**src/sv/tcc_pkg.sv**
```systemverilog
package tcc_pkg;

    localparam int COLS   = 80;
    localparam int ROWS   = 25;
    localparam int NCELLS = COLS * ROWS;

    localparam int COL_W  = 7;
    localparam int ROW_W  = 5;
    localparam int ADDR_W = $clog2(NCELLS);
    localparam int CELL_W = 16;

    localparam logic [1:0] CMD_PUT   = 2'd0;
    localparam logic [1:0] CMD_CLEAR = 2'd1;
    localparam logic [1:0] CMD_READ  = 2'd2;
    localparam logic [1:0] CMD_NOP   = 2'd3;

    localparam logic [7:0] CH_NEWLINE   = 8'd10;
    localparam logic [7:0] CH_BACKSPACE = 8'd8;
    localparam logic [7:0] CH_BLANK     = 8'h20;

    localparam logic [COL_W-1:0]  COL_LAST   = COL_W'(COLS - 1);
    localparam logic [COL_W-1:0]  COL_END    = COL_W'(COLS);
    localparam logic [ROW_W-1:0]  ROW_LAST   = ROW_W'(ROWS - 1);
    localparam logic [ROW_W-1:0]  ROW_END    = ROW_W'(ROWS);
    localparam logic [ADDR_W-1:0] ADDR_ROW   = ADDR_W'(COLS);
    localparam logic [ADDR_W-1:0] ADDR_CELLS = ADDR_W'(NCELLS);
    localparam logic [ADDR_W-1:0] ADDR_LAST  = ADDR_W'(NCELLS - 1);
    localparam logic [ADDR_W-1:0] ADDR_COPY_LAST = ADDR_W'(NCELLS - COLS - 1);

    typedef struct packed {
        logic [1:0]  cmd;
        logic [7:0]  char_code;
        logic [7:0]  color;
        logic [10:0] cell_index;
    } t_in_item;

    typedef struct packed {
        logic [COL_W-1:0]  cursor_col;
        logic [ROW_W-1:0]  cursor_row;
        logic [CELL_W-1:0] cell_data;
        logic              scrolled;
    } t_out_item;

    // controller -> datapath
    typedef struct packed {
        logic accept;
        logic put;
        logic rd_cell;
        logic cap_data;
        logic scr_rd;
        logic scr_wr;
        logic fill;
        logic fill_zero;
        logic addr_clr;
        logic load_out;
    } t_ctl;

    // datapath -> controller
    typedef struct packed {
        logic [1:0] cmd;
        logic       put_scroll;
        logic       addr_copy_last;
        logic       addr_last;
        logic       out_free;
    } t_stat;

endpackage

```
**src/sv/tcc_ctrl.sv**
```systemverilog
module tcc_ctrl
    import tcc_pkg::*;
(
    input  logic  i_clk,
    input  logic  i_rst_n,
    input  logic  i_in_valid,
    input  t_stat i_stat,
    output t_ctl  o_ctl,
    output logic  o_in_stall
);

    typedef enum logic [3:0] {
        ST_INIT,
        ST_IDLE,
        ST_PUT,
        ST_RD,
        ST_RD_WT,
        ST_SCR_RD,
        ST_SCR_WR,
        ST_FILL,
        ST_DONE
    } t_state;

    t_state r_state, n_state;

    always_comb begin
        n_state = r_state;
        o_ctl   = '0;
        unique case (r_state)
            ST_INIT: begin
                o_ctl.fill      = 1'b1;
                o_ctl.fill_zero = 1'b1;
                if (i_stat.addr_last) begin
                    o_ctl.addr_clr = 1'b1;
                    n_state        = ST_IDLE;
                end
            end
            ST_IDLE: begin
                if (i_in_valid) begin
                    o_ctl.accept = 1'b1;
                    unique case (i_stat.cmd)
                        CMD_PUT:   n_state = ST_PUT;
                        CMD_CLEAR: n_state = ST_FILL;
                        CMD_READ:  n_state = ST_RD;
                        default:   n_state = ST_DONE;
                    endcase
                end
            end
            ST_PUT: begin
                o_ctl.put = 1'b1;
                n_state   = i_stat.put_scroll ? ST_SCR_RD : ST_DONE;
            end
            ST_RD: begin
                o_ctl.rd_cell = 1'b1;
                n_state       = ST_RD_WT;
            end
            ST_RD_WT: begin
                o_ctl.cap_data = 1'b1;
                n_state        = ST_DONE;
            end
            ST_SCR_RD: begin
                o_ctl.scr_rd = 1'b1;
                n_state      = ST_SCR_WR;
            end
            ST_SCR_WR: begin
                o_ctl.scr_wr = 1'b1;
                n_state      = i_stat.addr_copy_last ? ST_FILL : ST_SCR_RD;
            end
            ST_FILL: begin
                o_ctl.fill = 1'b1;
                if (i_stat.addr_last) begin
                    o_ctl.addr_clr = 1'b1;
                    n_state        = ST_DONE;
                end
            end
            ST_DONE: begin
                if (i_stat.out_free) begin
                    o_ctl.load_out = 1'b1;
                    n_state        = ST_IDLE;
                end
            end
            default: n_state = ST_IDLE;
        endcase
    end

    always_ff @(posedge i_clk) begin
        if (!i_rst_n) begin
            r_state <= ST_INIT;
        end else begin
            r_state <= n_state;
        end
    end

    assign o_in_stall = (r_state != ST_IDLE);

endmodule

```
**config.mk**
```make
export PLATFORM = sky130hd
export DESIGN_NAME = tcc_ctrl
export DESIGN_NICKNAME = d
export VERILOG_FILES = /design/src/sv/tcc_pkg.sv /design/src/sv/tcc_ctrl.sv
export SDC_FILE = /design/constraint.sdc
export NUM_CORES = 1
export LEC_CHECK = 0
export BUFFER_PORTS_ARGS = -buffer_cell sky130_fd_sc_hd__buf_2
export CAP_MARGIN = 40
export CELL_PAD_IN_SITES_DETAIL_PLACEMENT = 1
export CELL_PAD_IN_SITES_GLOBAL_PLACEMENT = 1
export CORE_UTILIZATION = 30
export CTS_CLUSTER_SIZE = 40
export DETAILED_ROUTE_END_ITERATION = 12
export GPL_TIMING_DRIVEN = 0
export PLACE_DENSITY_LB_ADDON = 0.1
export SLEW_MARGIN = 10
export SYNTH_ARGS = -nofsm -noshare
export SYNTH_HDL_FRONTEND = slang
export SYNTH_SLANG_ARGS = --single-unit
```
**constraint.sdc**
```tcl
create_clock -name i_clk -period 1.5 [get_ports i_clk]
set_clock_uncertainty 0.05 [all_clocks]
set_input_delay 0.15 -clock i_clk [delete_from_list [all_inputs] [get_ports i_clk]]
set_output_delay 0.15 -clock i_clk [all_outputs]
set_load 0.01 [all_outputs]
```
Yosys cells after proc, flatten, opt, wreduce, memory -nomap -nowiden
Index checks and enable logic that the tools add are counted.
{"block": "classes", "mux": 21, "eq_ne": 15, "n_reduce_logical": 4}
{"op": "$pmux 4 s9", "n": 1}
{"op": "$mux 4", "n": 5}
{"op": "$eq 4x3->1 const B", "n": 4}
{"op": "$mux 1", "n": 13}
{"op": "$pmux 4 s3", "n": 1}
{"op": "$eq 4x2->1 const B", "n": 2}
{"op": "$ne 2x2->1 const B", "n": 4}
{"op": "$eq 4x1->1 const B", "n": 1}
{"op": "$eq 4x4->1 const B", "n": 1}
{"op": "$logic_not 4->1", "n": 1}
{"op": "$ne 4x1->1 const B", "n": 1}
{"op": "$reduce_and 4->1", "n": 1}
{"op": "$eq 2x1->1 const B", "n": 1}
{"op": "$eq 2x2->1 const B", "n": 1}
{"op": "$logic_not 2->1", "n": 1}
{"op": "$mux 2", "n": 1}
{"op": "$reduce_or 2->1", "n": 1}
{"block": "word_totals", "out_inout_bits": 11, "reg_bits": 4}

Longest topological paths before layout
Gate-level depths: netlist of the first run.
{"block": "logic_depth", "depth_word": 4, "mapped_depth": 6, "depth_no_buf": 6}

Worst setup path before layout of the first run
OpenSTA, ideal clock, no wires.
{"block": "synth_timing", "path_type": "register -> register", "from": "register r_state[2]", "to": "register r_state[3]", "synth_period_minus_slack_ps": 1322, "required_time_ps": 1389, "stages_incl_launch_ff": 5, "path_buffers": 0, "setup_ps": 61, "slack_ps": 178, "arrival_ps": 1212, "cell_sequence": "dfxtp_1 > and3_4 > o21a_4 > a2111oi_4 > a32o_1"}
{"block": "synth_between", "elab_chain_len": 3, "word_cells_on_any_way": 15}
{"element": "from (decl)", "line": "tcc_ctrl.sv:24", "text": "t_state r_state, n_state;"}
{"element": "from (signal assigned)", "line": "tcc_ctrl.sv:90", "text": "r_state <= n_state;"}
{"element": "$eq 4x3->1, or another cell as far along", "line": "tcc_ctrl.sv:29", "text": "unique case (r_state)"}
{"element": "$ne 2x2->1 (no source line)"}
{"element": "$reduce_and 4->1 (no source line)"}
Parallel ways exist; a longest one is shown, timed or not.
A chain may end at the register's enable or synchronous reset.

==> metrics.md, run 1 <==
| Metric | Value |
|---|---|
| Status | `finished, final reports clean` |
| Fin cells | `98` |
| Yosys cell types | `27` |
| Drt total wl | `1220 um` |
| Final hold slack | `about 0.17 ns` |
| CP Launch Type | `register` |
| Seq pwr share | `between 20% and 30%` |
| Port bufs | `19` |
| Top-area cell type share of the netlist area | `between 15 and 20%` |
| Sequential share of the synthesized area | `around 18%` |
| Avg Inst Size Synth | `about 7.4 sq um` |
| Layout area overhead | `38.9%` |
| Initial core utilization | `~33%` |
| Cell Area, Synth | `around 450 sq um` |
| Fmax | `684 MHz` |
| Placed Area | `561 sq um` |
| Slew HR | `between 70% and 80%` |
| Num CTS Buffers | `3` |
| Clk root buf | `clkbuf_4` |
| Clk slew on worst S/H paths | `approximately 0.04 ns` |
| Most frequent cells in the layout | `19 x buf_2, 7 x nor2_1, 6 x clkbuf_4` |
| FILL cells | `roughly 180` |
| Leak Pwr | `0.288 nW` |
| Worst setup path class | `reg -> out` |
| HPWL Detailed | `around 940 um` |
| Crit end category | `output pin` |
| CTS Sinks | `4` |
| Number of global-route vias before repair | `419` |
| Core Area | `between 1000 and 1500 sq um` |
| Die Span Y | `~40 um` |
| Net Sw Power | `roughly 0.00023 W` |
| Period minus WS final | `1.46 ns` |
| Fin nets | `96` |
| Placer Congestion | `about 0.76` |
| Final setup viols | `0` |
| Post-route ant nets | `0` |
| Most flop-heavy register | `r_state` |
| Syn nets | `71` |
| Worst vdd ir | `0.467 mV` |
| Max reg flops | `4` |
| Sw Ratio | `39.0%` |
| Share of layout cells above drive strength 1 | `approximately 43%` |
| GRT Util Overall | `around 16%` |
| HP Class | `in -> reg` |
| Via count | `~500` |
| Initial drt markers | `1` |
| Max Cap Violations | `0` |
| YS warnings | `0` |
| Clk buf depth | `2` |
| Critical Path AT | `1.26 ns` |
| Seq cells post-synth | `4` |
| Die area | `~1600 sq um` |
| Worst Tran Pin Value | `about 0.34 ns` |
| CP Max Fanout | `5` |
| Diodes inserted | `0` |
| Combinational share of power | `53.2%` |
| DIE WIDTH | `approximately 41 um` |
| Cell breakdown of the critical path | `and3_4 -> nor2_1 -> nor2_1 -> and2_1 -> buf_2` |
| Power Density | `952 nW/um^2` |
| Slowest stage delay, CP | `approximately 0.4 ns` |
| Commonest non-fill, non-tap cell in the layout | `buf_2` |
| Fin crit share | `around 98%` |
| Final Power | `approximately 0.0006 W` |
| Yosys top cell by area | `dfxtp_1` |
| Number of core rows | `13` |
| Antenna violations before repair | `0` |
| Placed insts | `between 90 and 100` |
| Int Pwr | `0.000361 W` |
| Fin. Hold Viols | `0` |
| Post-synthesis cell count | `60` |
| Clock latency on the worst-skew pair | `0.23 ns` |
| RSZ-0062 raised after global routing | `yes` |
| Largest net degree at the start of global routing | `11` |
| Clock group share of total power | `around 22%` |
| First-pass GRT wire length | `about 1800 um` |
| Synth top area cells | `dfxtp_1 18%, nand2b_1 7.0%, a32o_1 6.7%, nor2_1 6.7%, a2111oi_4 6.2%` |
| CTS tree | `yes` |
| Io pins | `20` |
| Final Slew Violations | `0` |
| CP max-delay cell | `dfxtp_2` |
| CP dominant cell by count | `nor2_1` |
| CP required | `roughly 1.3 ns` |
| Via density | `5.15` |
| CTS H-tree lvls | `1` |
| Post-route setup TNS | `0 ns` |
| Grt total ovfl | `0` |
| Drt pass-1 iters | `2` |
| WL/cell | `approximately 12 um` |
| Footprint of the multi-input gates | `between 300 and 400 sq um` |
| Post-Layout Inst Area | `a little over 600 sq um` |
| DRC violations left | `0` |
| Sequential Area | `between 80 and 90 sq um` |
| Top Registers | `r_state (4)` |
## through the flow
step	worst slack (ns)	util (%)
floorplan	0.178	-
global placement	0.0475	41.5
detailed placement	0.0323	41.5
finish	0.0374	46.0
global route	-0.0470	46.0
CTS	0.00412	44.5
## power groups by stage
stage                     Combinational (W)  Clock, W  Sequential [W]
after global routing               0.000348  0.000145        0.000147
final                              0.000314  0.000131        0.000145
after floorplan                    0.000202         0        0.000131
after CTS                          0.000305  0.000141        0.000142
after detailed placement           0.000287         0        0.000136
after global placement             0.000285         0        0.000135
## cell usage after synthesis, drive strengths merged
master,number
a2111oi,1
a211oi,1
a21oi,2
a31oi,1
a32o,3
and2,1
and3,3
buf,4
dfxtp,4
ha,2
inv,3
mux2i,1
nand2,5
nand2b,5
nor2,8
nor2b,2
nor3,6
nor3b,1
nor4,1
nor4b,1
o21a,1
o21ai,2
o22ai,1
o32ai,1
## worst paths after layout
path | cells past startpoint | startpoint | slack [ns] | to
max | 5 | r_state[2]$_SDFFE_PN0P_ | 0.04 | o_ctl[1]
min reg2reg | 3 | r_state[0]$_SDFFE_PN0P_ | 0.62 | r_state[0]$_SDFFE_PN0P_
max reg2reg | 5 | r_state[1]$_SDFFE_PN0P_ | 0.13 | r_state[3]$_SDFFE_PN0P_
min | 3 | i_rst_n | 0.17 | r_state[0]$_SDFFE_PN0P_
## area by class of cell
type,instances,area share [%]
plain buffers,4,5.44
inverters,3,1.81
flip-flops and latches,4,13.9
clock buffers,3,3.63
well taps,15,3.02
repair buffers,20,16.5
multi-input cells,49,55.6
## critical path: cells and delay by family, from the launching register on
kind | cells | cell delay (ns)
simple gates | 4 | 0.52
buf+inv | 1 | 0.12
flops | 1 | 0.39
## cells by family after synthesis
group | after synthesis | share of synthesized area (%)
multiplexers | 1 | 2.24
AO/OA/AOI/OAI | 13 | 27.2
adder cells (fa/ha/maj) | 2 | 5.60
AND/OR/NAND/NOR | 33 | 40.3
buffers and inverters | 7 | 6.72
flip-flops | 4 | 17.9
## routing by layer
| metal | routed length [um] | share of wire, % | up-vias | track usage, % |
|---|---|---|---|---|
| li1 | - | - | 269 | - |
| met1 | 591 | 49 | 220 | 20.3 |
| met2 | 563 | 46 | 16 | 28.2 |
| met3 | 63 | 5.2 | 0 | 6.67 |
| met4 | 0 | 0 | 0 | 0 |
| met5 | 0 | 0 | - | 0 |
## timing repair
item                       CTS  global route
setup buffers                0             1
resized for setup            7             6
hold buffers                 0             0
pin swaps                    0             3
setup endpoints to repair    9             7
(Power assumes the default switching activity.)
==> run 2, diff against run 1 <==
--- a/config.mk
+++ b/config.mk
@@ -5,7 +5,7 @@
 export SDC_FILE = /design/constraint.sdc
 export NUM_CORES = 1
 export LEC_CHECK = 0
-export BUFFER_PORTS_ARGS = -buffer_cell sky130_fd_sc_hd__buf_2
+export BUFFER_PORTS_ARGS = -buffer_cell sky130_fd_sc_hd__clkbuf_2
 export CAP_MARGIN = 40
 export CELL_PAD_IN_SITES_DETAIL_PLACEMENT = 1
 export CELL_PAD_IN_SITES_GLOBAL_PLACEMENT = 1
==> metrics.md, run 2 (synthesis results as in run 1) <==
| Metric | Value |
|---|---|
| Drt total wl | `1170 um (-3.7%)` |
| CTS Sinks | `4 (unchanged)` |
| Initial drt markers | `4 (+3)` |
| Final Slew Violations | `0 (unchanged)` |
| Critical Path AT | `1.26 ns (about the same)` |
| Clk slew on worst S/H paths | `0.04 ns (about the same)` |
| DIE WIDTH | `40.6 um (unchanged)` |
| Final hold slack | `0.150 ns (-0.0173 ns)` |
| Placed insts | `94 (unchanged)` |
| Power Density | `931 nW/um^2 (-2.2%)` |
| Worst setup path class | `reg -> out` |
| Final setup viols | `0 (unchanged)` |
| Leak Pwr | `0.283 nW (-1.8%)` |
| Number of global-route vias before repair | `376 (-10%)` |
| Max Cap Violations | `0 (unchanged)` |
| Io pins | `20 (unchanged)` |
| Fin nets | `95 (-1.0%)` |
| Post-route ant nets | `0 (unchanged)` |
| HP Class | `in -> reg` |
| Diodes inserted | `0 (unchanged)` |
| Die area | `1650 sq um (unchanged)` |
| Max reg flops | `4 (unchanged)` |
| First-pass GRT wire length | `1710 um (-2.7%)` |
| Placer Congestion | `0.761 (+0.20%)` |
| Fin crit share | `97.3% (-0.18 points)` |
| Share of layout cells above drive strength 1 | `40.2% (-3.1 points)` |
| CP Launch Type | `register` |
| Initial core utilization | `33.1% (unchanged)` |
| Via count | `502 (-0.59%)` |
| Grt total ovfl | `0 (unchanged)` |
| Cts hold-fix bufs | `0 (unchanged)` |
| WL/cell | `12.1 um (-2.7%)` |
| Port bufs | `19 (unchanged)` |
| DRC violations left | `0 (unchanged)` |
| Worst vdd ir | `0.564 mV (+21%)` |
| Post-CTS Setup Bufs | `0 (unchanged)` |
| Clk buf depth | `2 (unchanged)` |
| Slew HR | `76.7% (-0.77 points)` |
| Fin. Hold Viols | `0 (unchanged)` |
| Status | `finished, final reports clean` |
| Antenna violations before repair | `0 (unchanged)` |
| Number of core rows | `13 (unchanged)` |
| Clock latency on the worst-skew pair | `0.23 ns (about the same)` |
| Num CTS Buffers | `3 (unchanged)` |
| RSZ-0062 raised after global routing | `yes` |
| Most frequent cells in the layout | `18 x clkbuf_2, 8 x nor2_1, 5 x nand2_1, 5 x nor3_1, 5 x nand2b_1` |
| Clk root buf | `clkbuf_4` |
| Largest net degree at the start of global routing | `11 (unchanged)` |
| CTS tree | `yes` |
| Worst Tran Pin Value | `0.348 ns (+0.0116 ns)` |
| CP Max Fanout | `10 (+5)` |
| Period minus WS final | `1.46 ns (-0.00274 ns)` |
| Commonest non-fill, non-tap cell in the layout | `clkbuf_2` |
| CP required | `1.30 ns (about the same)` |
| Fin cells | `97 (-1.0%)` |
| Most flop-heavy register | `r_state` |
| Layout area overhead | `36.1%` |
| HPWL Detailed | `926 um (-1.8%)` |
| CTS H-tree lvls | `1 (unchanged)` |
| Via density | `5.18 (+0.43%)` |
| Core Area | `1350 sq um (unchanged)` |
| Crit end category | `output pin` |
| Top Registers | `r_state (4)` |
| GRT Util Overall | `16.0% (-0.45 points)` |
| Die Span Y | `40.6 um (unchanged)` |
| Fmax | `685 MHz (+0.19%)` |
| Drt pass-1 iters | `4 (+2)` |
[run 2: metal layers]
layer	share of wire, %	GRT usage, %
met1	51	21.3
met2	44	25.4
met3	5.6	6.67
met4	0	0
met5	0	0
[run 2: what timing repair did]
action	CTS	global route
pin swaps	0	5
resized for setup	7	4
cloned	0	0
endpoints found under the setup margin	7	7
[run 2: final cells by class]
type / instances / area (sq um)
fill: 188 / 742
multi-input combinational: 49 / 343
timing repair buffer: 19 / 95.1
sequential: 4 / 88.8
buffer: 4 / 28.8
clock buffer: 3 / 22.5
tap: 15 / 18.8
inverter: 3 / 11.3
[run 2: through the flow]
step                      utilization, %  setup WS (ns)  instance area [sq um]  total power (W)  TNS (ns)
after floorplan                        -          0.178                    447         0.000333         0
after global placement              41.5         0.0483                    561         0.000421         0
after detailed placement            41.5         0.0301                    561         0.000422         0
after CTS                           44.5        0.00664                    601         0.000582         0
after global routing                45.0        -0.0678                    608         0.000615    -0.135
final                               45.0         0.0402                    608         0.000566         0
[run 2: final timing paths]
check	from	to	slack, ns	cells after the start
max	r_state[0]$_SDFFE_PN0P_	o_ctl[9]	0.04	5
min	i_rst_n	r_state[0]$_SDFFE_PN0P_	0.15	3
max reg2reg	r_state[1]$_SDFFE_PN0P_	r_state[3]$_SDFFE_PN0P_	0.09	5
min reg2reg	r_state[0]$_SDFFE_PN0P_	r_state[0]$_SDFFE_PN0P_	0.60	3
[run 2: critical path: stages, from the launching register on]
cell and delay [ns]:
dfxtp_4 0.38, buf_6 0.14, inv_1 0.09, nor2_1 0.14, and3_1 0.16, clkbuf_2 0.12
[run 2: report_power, final]
| part | leakage [nW] | switching (W) | internal [W] |
|---|---|---|---|
| Combinational | 0.234 | 0.000159 | 0.000135 |
| Sequential | 0.0344 | 0.0000217 | 0.000122 |
| Clock | 0.0138 | 0.0000395 | 0.0000891 |
==> run 3, diff against run 2 <==
--- a/config.mk
+++ b/config.mk
@@ -9,7 +9,7 @@
 export CAP_MARGIN = 40
 export CELL_PAD_IN_SITES_DETAIL_PLACEMENT = 1
 export CELL_PAD_IN_SITES_GLOBAL_PLACEMENT = 1
-export CORE_UTILIZATION = 30
+export CORE_UTILIZATION = 32
 export CTS_CLUSTER_SIZE = 40
 export DETAILED_ROUTE_END_ITERATION = 12
 export GPL_TIMING_DRIVEN = 0
==> constraint.sdc (replaced) <==
create_clock -name i_clk -period 1.7 [get_ports i_clk]
set_clock_uncertainty 0.05 [all_clocks]
set_input_delay 0.17 -clock i_clk [delete_from_list [all_inputs] [get_ports i_clk]]
set_output_delay 0.17 -clock i_clk [all_outputs]
set_load 0.01 [all_outputs]
==> metrics.md, run 3 (synthesis results as in run 1) <==
| Metric | Value |
|---|---|
| CP required | `1.48 ns (+0.18 ns)` |
| Slew HR | `77.7% (+0.97 points)` |
| Final hold slack | `0.170 ns (+0.0204 ns)` |
| Hold Crit Endpoint | `r_state[0]$_SDFFE_PN0P_` |
| Most flop-heavy register | `r_state` |
| Status | `finished, final reports clean` |
| Initial core utilization | `34.3% (+1.2 points)` |
| Sw Ratio | `39.4% (+0.53 points)` |
| Die Span Y | `39.4 um (-3.0%)` |
| Max reg flops | `4 (unchanged)` |
| Core Area | `1300 sq um (-3.6%)` |
| Worst Hold Depth | `3 (unchanged)` |
| Fin cells | `97 (unchanged)` |
| Final setup viols | `0 (unchanged)` |
| Layout area overhead | `33.3%` |
| Seq pwr share | `24.5% (-0.9 points)` |
| Antenna violations before repair | `0 (unchanged)` |
| FF-to-FF End | `r_state[3]$_SDFFE_PN0P_` |
| CP Max Fanout | `5 (-5)` |
| DIE WIDTH | `39.4 um (-3.0%)` |
| Post-CTS Setup Bufs | `0 (unchanged)` |
| Fin. Hold Viols | `0 (unchanged)` |
| Post-Layout Inst Area | `596 sq um (-2.1%)` |
| CTS H-tree lvls | `1 (unchanged)` |
| Drt pass-1 iters | `2 (-2)` |
| Via count | `521 (+3.8%)` |
| Number of global-route vias before repair | `430 (+14%)` |
| Clk slew on worst S/H paths | `0.04 ns (about the same)` |
| Diodes inserted | `0 (unchanged)` |
| Largest net degree at the start of global routing | `11 (unchanged)` |
| Met2 usage | `31.7% (+6.3 points)` |
| Critical R2R Launch | `r_state[1]$_SDFFE_PN0P_` |
| Worst R2R Setup Slack | `0.19 ns (+0.10 ns)` |
| GR Util met1 | `22.0% (+0.72 points)` |
| Power Density | `844 nW/um^2 (-9.4%)` |
| Clock latency on the worst-skew pair | `0.23 ns (about the same)` |
| Worst R2R Path Depth | `5 (unchanged)` |
| Combinational share of power | `52.3% (+0.4 points)` |
| Max Cap Violations | `0 (unchanged)` |
| Pre-CTS setup slack | `0.250 ns (+0.220 ns)` |
| Io pins | `20 (unchanged)` |
| Setup ws final | `0.122 ns (+0.0817 ns)` |
| Met3 global-route usage | `6.82% (+0.15 points)` |
| RSZ-0062 raised after global routing | `no` |
| Worst Tran Pin Value | `0.333 ns (-0.0145 ns)` |
| Die area | `1550 sq um (-5.9%)` |
| Placer Congestion | `0.796 (+4.6%)` |
| GR peak layer | `met2` |
| Critical Path AT | `1.36 ns (+0.10 ns)` |
| Period minus WS final | `about 1.6 ns` |
| Leak Pwr | `0.280 nW (-0.88%)` |
| Net Sw Power | `0.000198 W (-10%)` |
| WL/cell | `12.3 um (+1.7%)` |
| Commonest non-fill, non-tap cell in the layout | `clkbuf_2` |
| GRT Util Overall | `18.1% (+2.1 points)` |
| Int Pwr | `0.000304 W (-12%)` |
| Post-route ant nets | `0 (unchanged)` |
| Initial drt markers | `2 (-2)` |
| Share of layout cells above drive strength 1 | `39.0% (-1.2 points)` |
| Placed Area | `561 sq um (unchanged)` |
| HPWL Detailed | `1000 um (+8.5%)` |
| Port bufs | `19 (unchanged)` |
| Timing startpoint of the critical path | `r_state[1]$_SDFFE_PN0P_` |
| Placed insts | `94 (unchanged)` |
| Most frequent cells in the layout | `19 x clkbuf_2, 8 x nor2_1, 5 x nand2_1, 5 x nor3_1, 5 x nand2b_1` |
| CP Launch Type | `register` |
| Clk buf depth | `2 (unchanged)` |
| Final Slew Violations | `0 (unchanged)` |
| Min-Delay Startpoint | `i_rst_n` |
| First-pass GRT wire length | `1860 um (+8.9%)` |
| HP Class | `in -> reg` |
| CTS tree | `yes` |
| Crit end category | `output pin` |
| Grt total ovfl | `0 (unchanged)` |
| DRC violations left | `0 (unchanged)` |
| Cts hold-fix bufs | `0 (unchanged)` |
| Top Registers | `r_state (4)` |
| Number of core rows | `13 (unchanged)` |
| CTS Sinks | `4 (unchanged)` |
| Clock group share of total power | `23.1% (+0.4 points)` |
| Via density | `5.37 (+3.8%)` |
| Worst setup path class | `reg -> out` |
| Num CTS Buffers | `3 (unchanged)` |
| Fmax | `634 MHz` |
| Fin crit share | `~93%` |
| Drt total wl | `1190 um (+1.7%)` |
| Post-route setup TNS | `0 ns (unchanged)` |
| Clk root buf | `clkbuf_4` |
| Worst vdd ir | `0.513 mV (-9.1%)` |
| Fin nets | `95 (unchanged)` |
run 3: changes by cell type in the layout (fill, tap and decap cells not counted):
| cell | before | now |
|---|---|---|
| dfxtp_1 | 1 | 2 |
| clkbuf_2 | 18 | 19 |
| dfxtp_2 | 1 | 2 |
| buf_6 | 1 | 0 |
| dfxtp_4 | 2 | 0 |
run 3: power groups by stage:
| stage | logic, W | clock network (W) | registers (W) |
|---|---|---|---|
| 3_5_place_dp | 0.000255 | 0 | 0.000120 |
| 3_3_place_gp | 0.000249 | 0 | 0.000119 |
| 6_report | 0.000263 | 0.000116 | 0.000123 |
| 4_1_cts | 0.000257 | 0.000123 | 0.000118 |
| 2_1_floorplan | 0.000178 | 0 | 0.000116 |
| 5_1_grt | 0.000289 | 0.000132 | 0.000127 |
run 3: worst max-delay path, cell delays in order (launching register included):
cell and delay, ns:
dfxtp_1 0.43, and3_4 0.25, nor2_1 0.04, nor2_1 0.13, and2_1 0.15, clkbuf_2 0.13
run 3: how the worst max path moves through the flow:
stage | endpoint | slack [ns] | depth (start not counted)
2_1_floorplan | r_state[3]$_SDFFE_PN0P_ | 0.38 | 4
3_3_place_gp | r_state[3]$_SDFFE_PN0P_ | 0.26 | 4
3_5_place_dp | r_state[3]$_SDFFE_PN0P_ | 0.25 | 4
4_1_cts | o_ctl[1] | 0.06 | 5
5_1_grt | o_ctl[1] | 0.02 | 5
6_report | o_ctl[1] | 0.12 | 5
run 3: timing repair:
item,CTS,global route
pin swaps,0,0
gates resized for setup,1,4
setup endpoints to repair,1,2
hold endpoints to repair,0,0
run 3: final cells by class:
class | count | area [sq um]
sequential | 4 | 82.6
multi-input combinational | 49 | 343
buffer | 4 | 22.5
clock buffer | 3 | 22.5
timing repair buffer | 19 | 95.1
inverter | 3 | 11.3
fill | 174 | 706
tap | 15 | 18.8
run 3: metal layers:
| layer | vias to the layer above | wire length (um) |
|---|---|---|
| li1 | 264 | - |
| met5 | - | 0 |
| met1 | 243 | 573 |
| met2 | 14 | 570 |
| met3 | 0 | 48 |
| met4 | 0 | 0 |
run 3: per-stage QoR:
stage	total power [W]	utilization, %
after floorplan	0.000294	-
after CTS	0.000498	44.9
after global routing	0.000548	45.8
final	0.000502	45.8
after detailed placement	0.000375	43.1
after global placement	0.000369	43.1
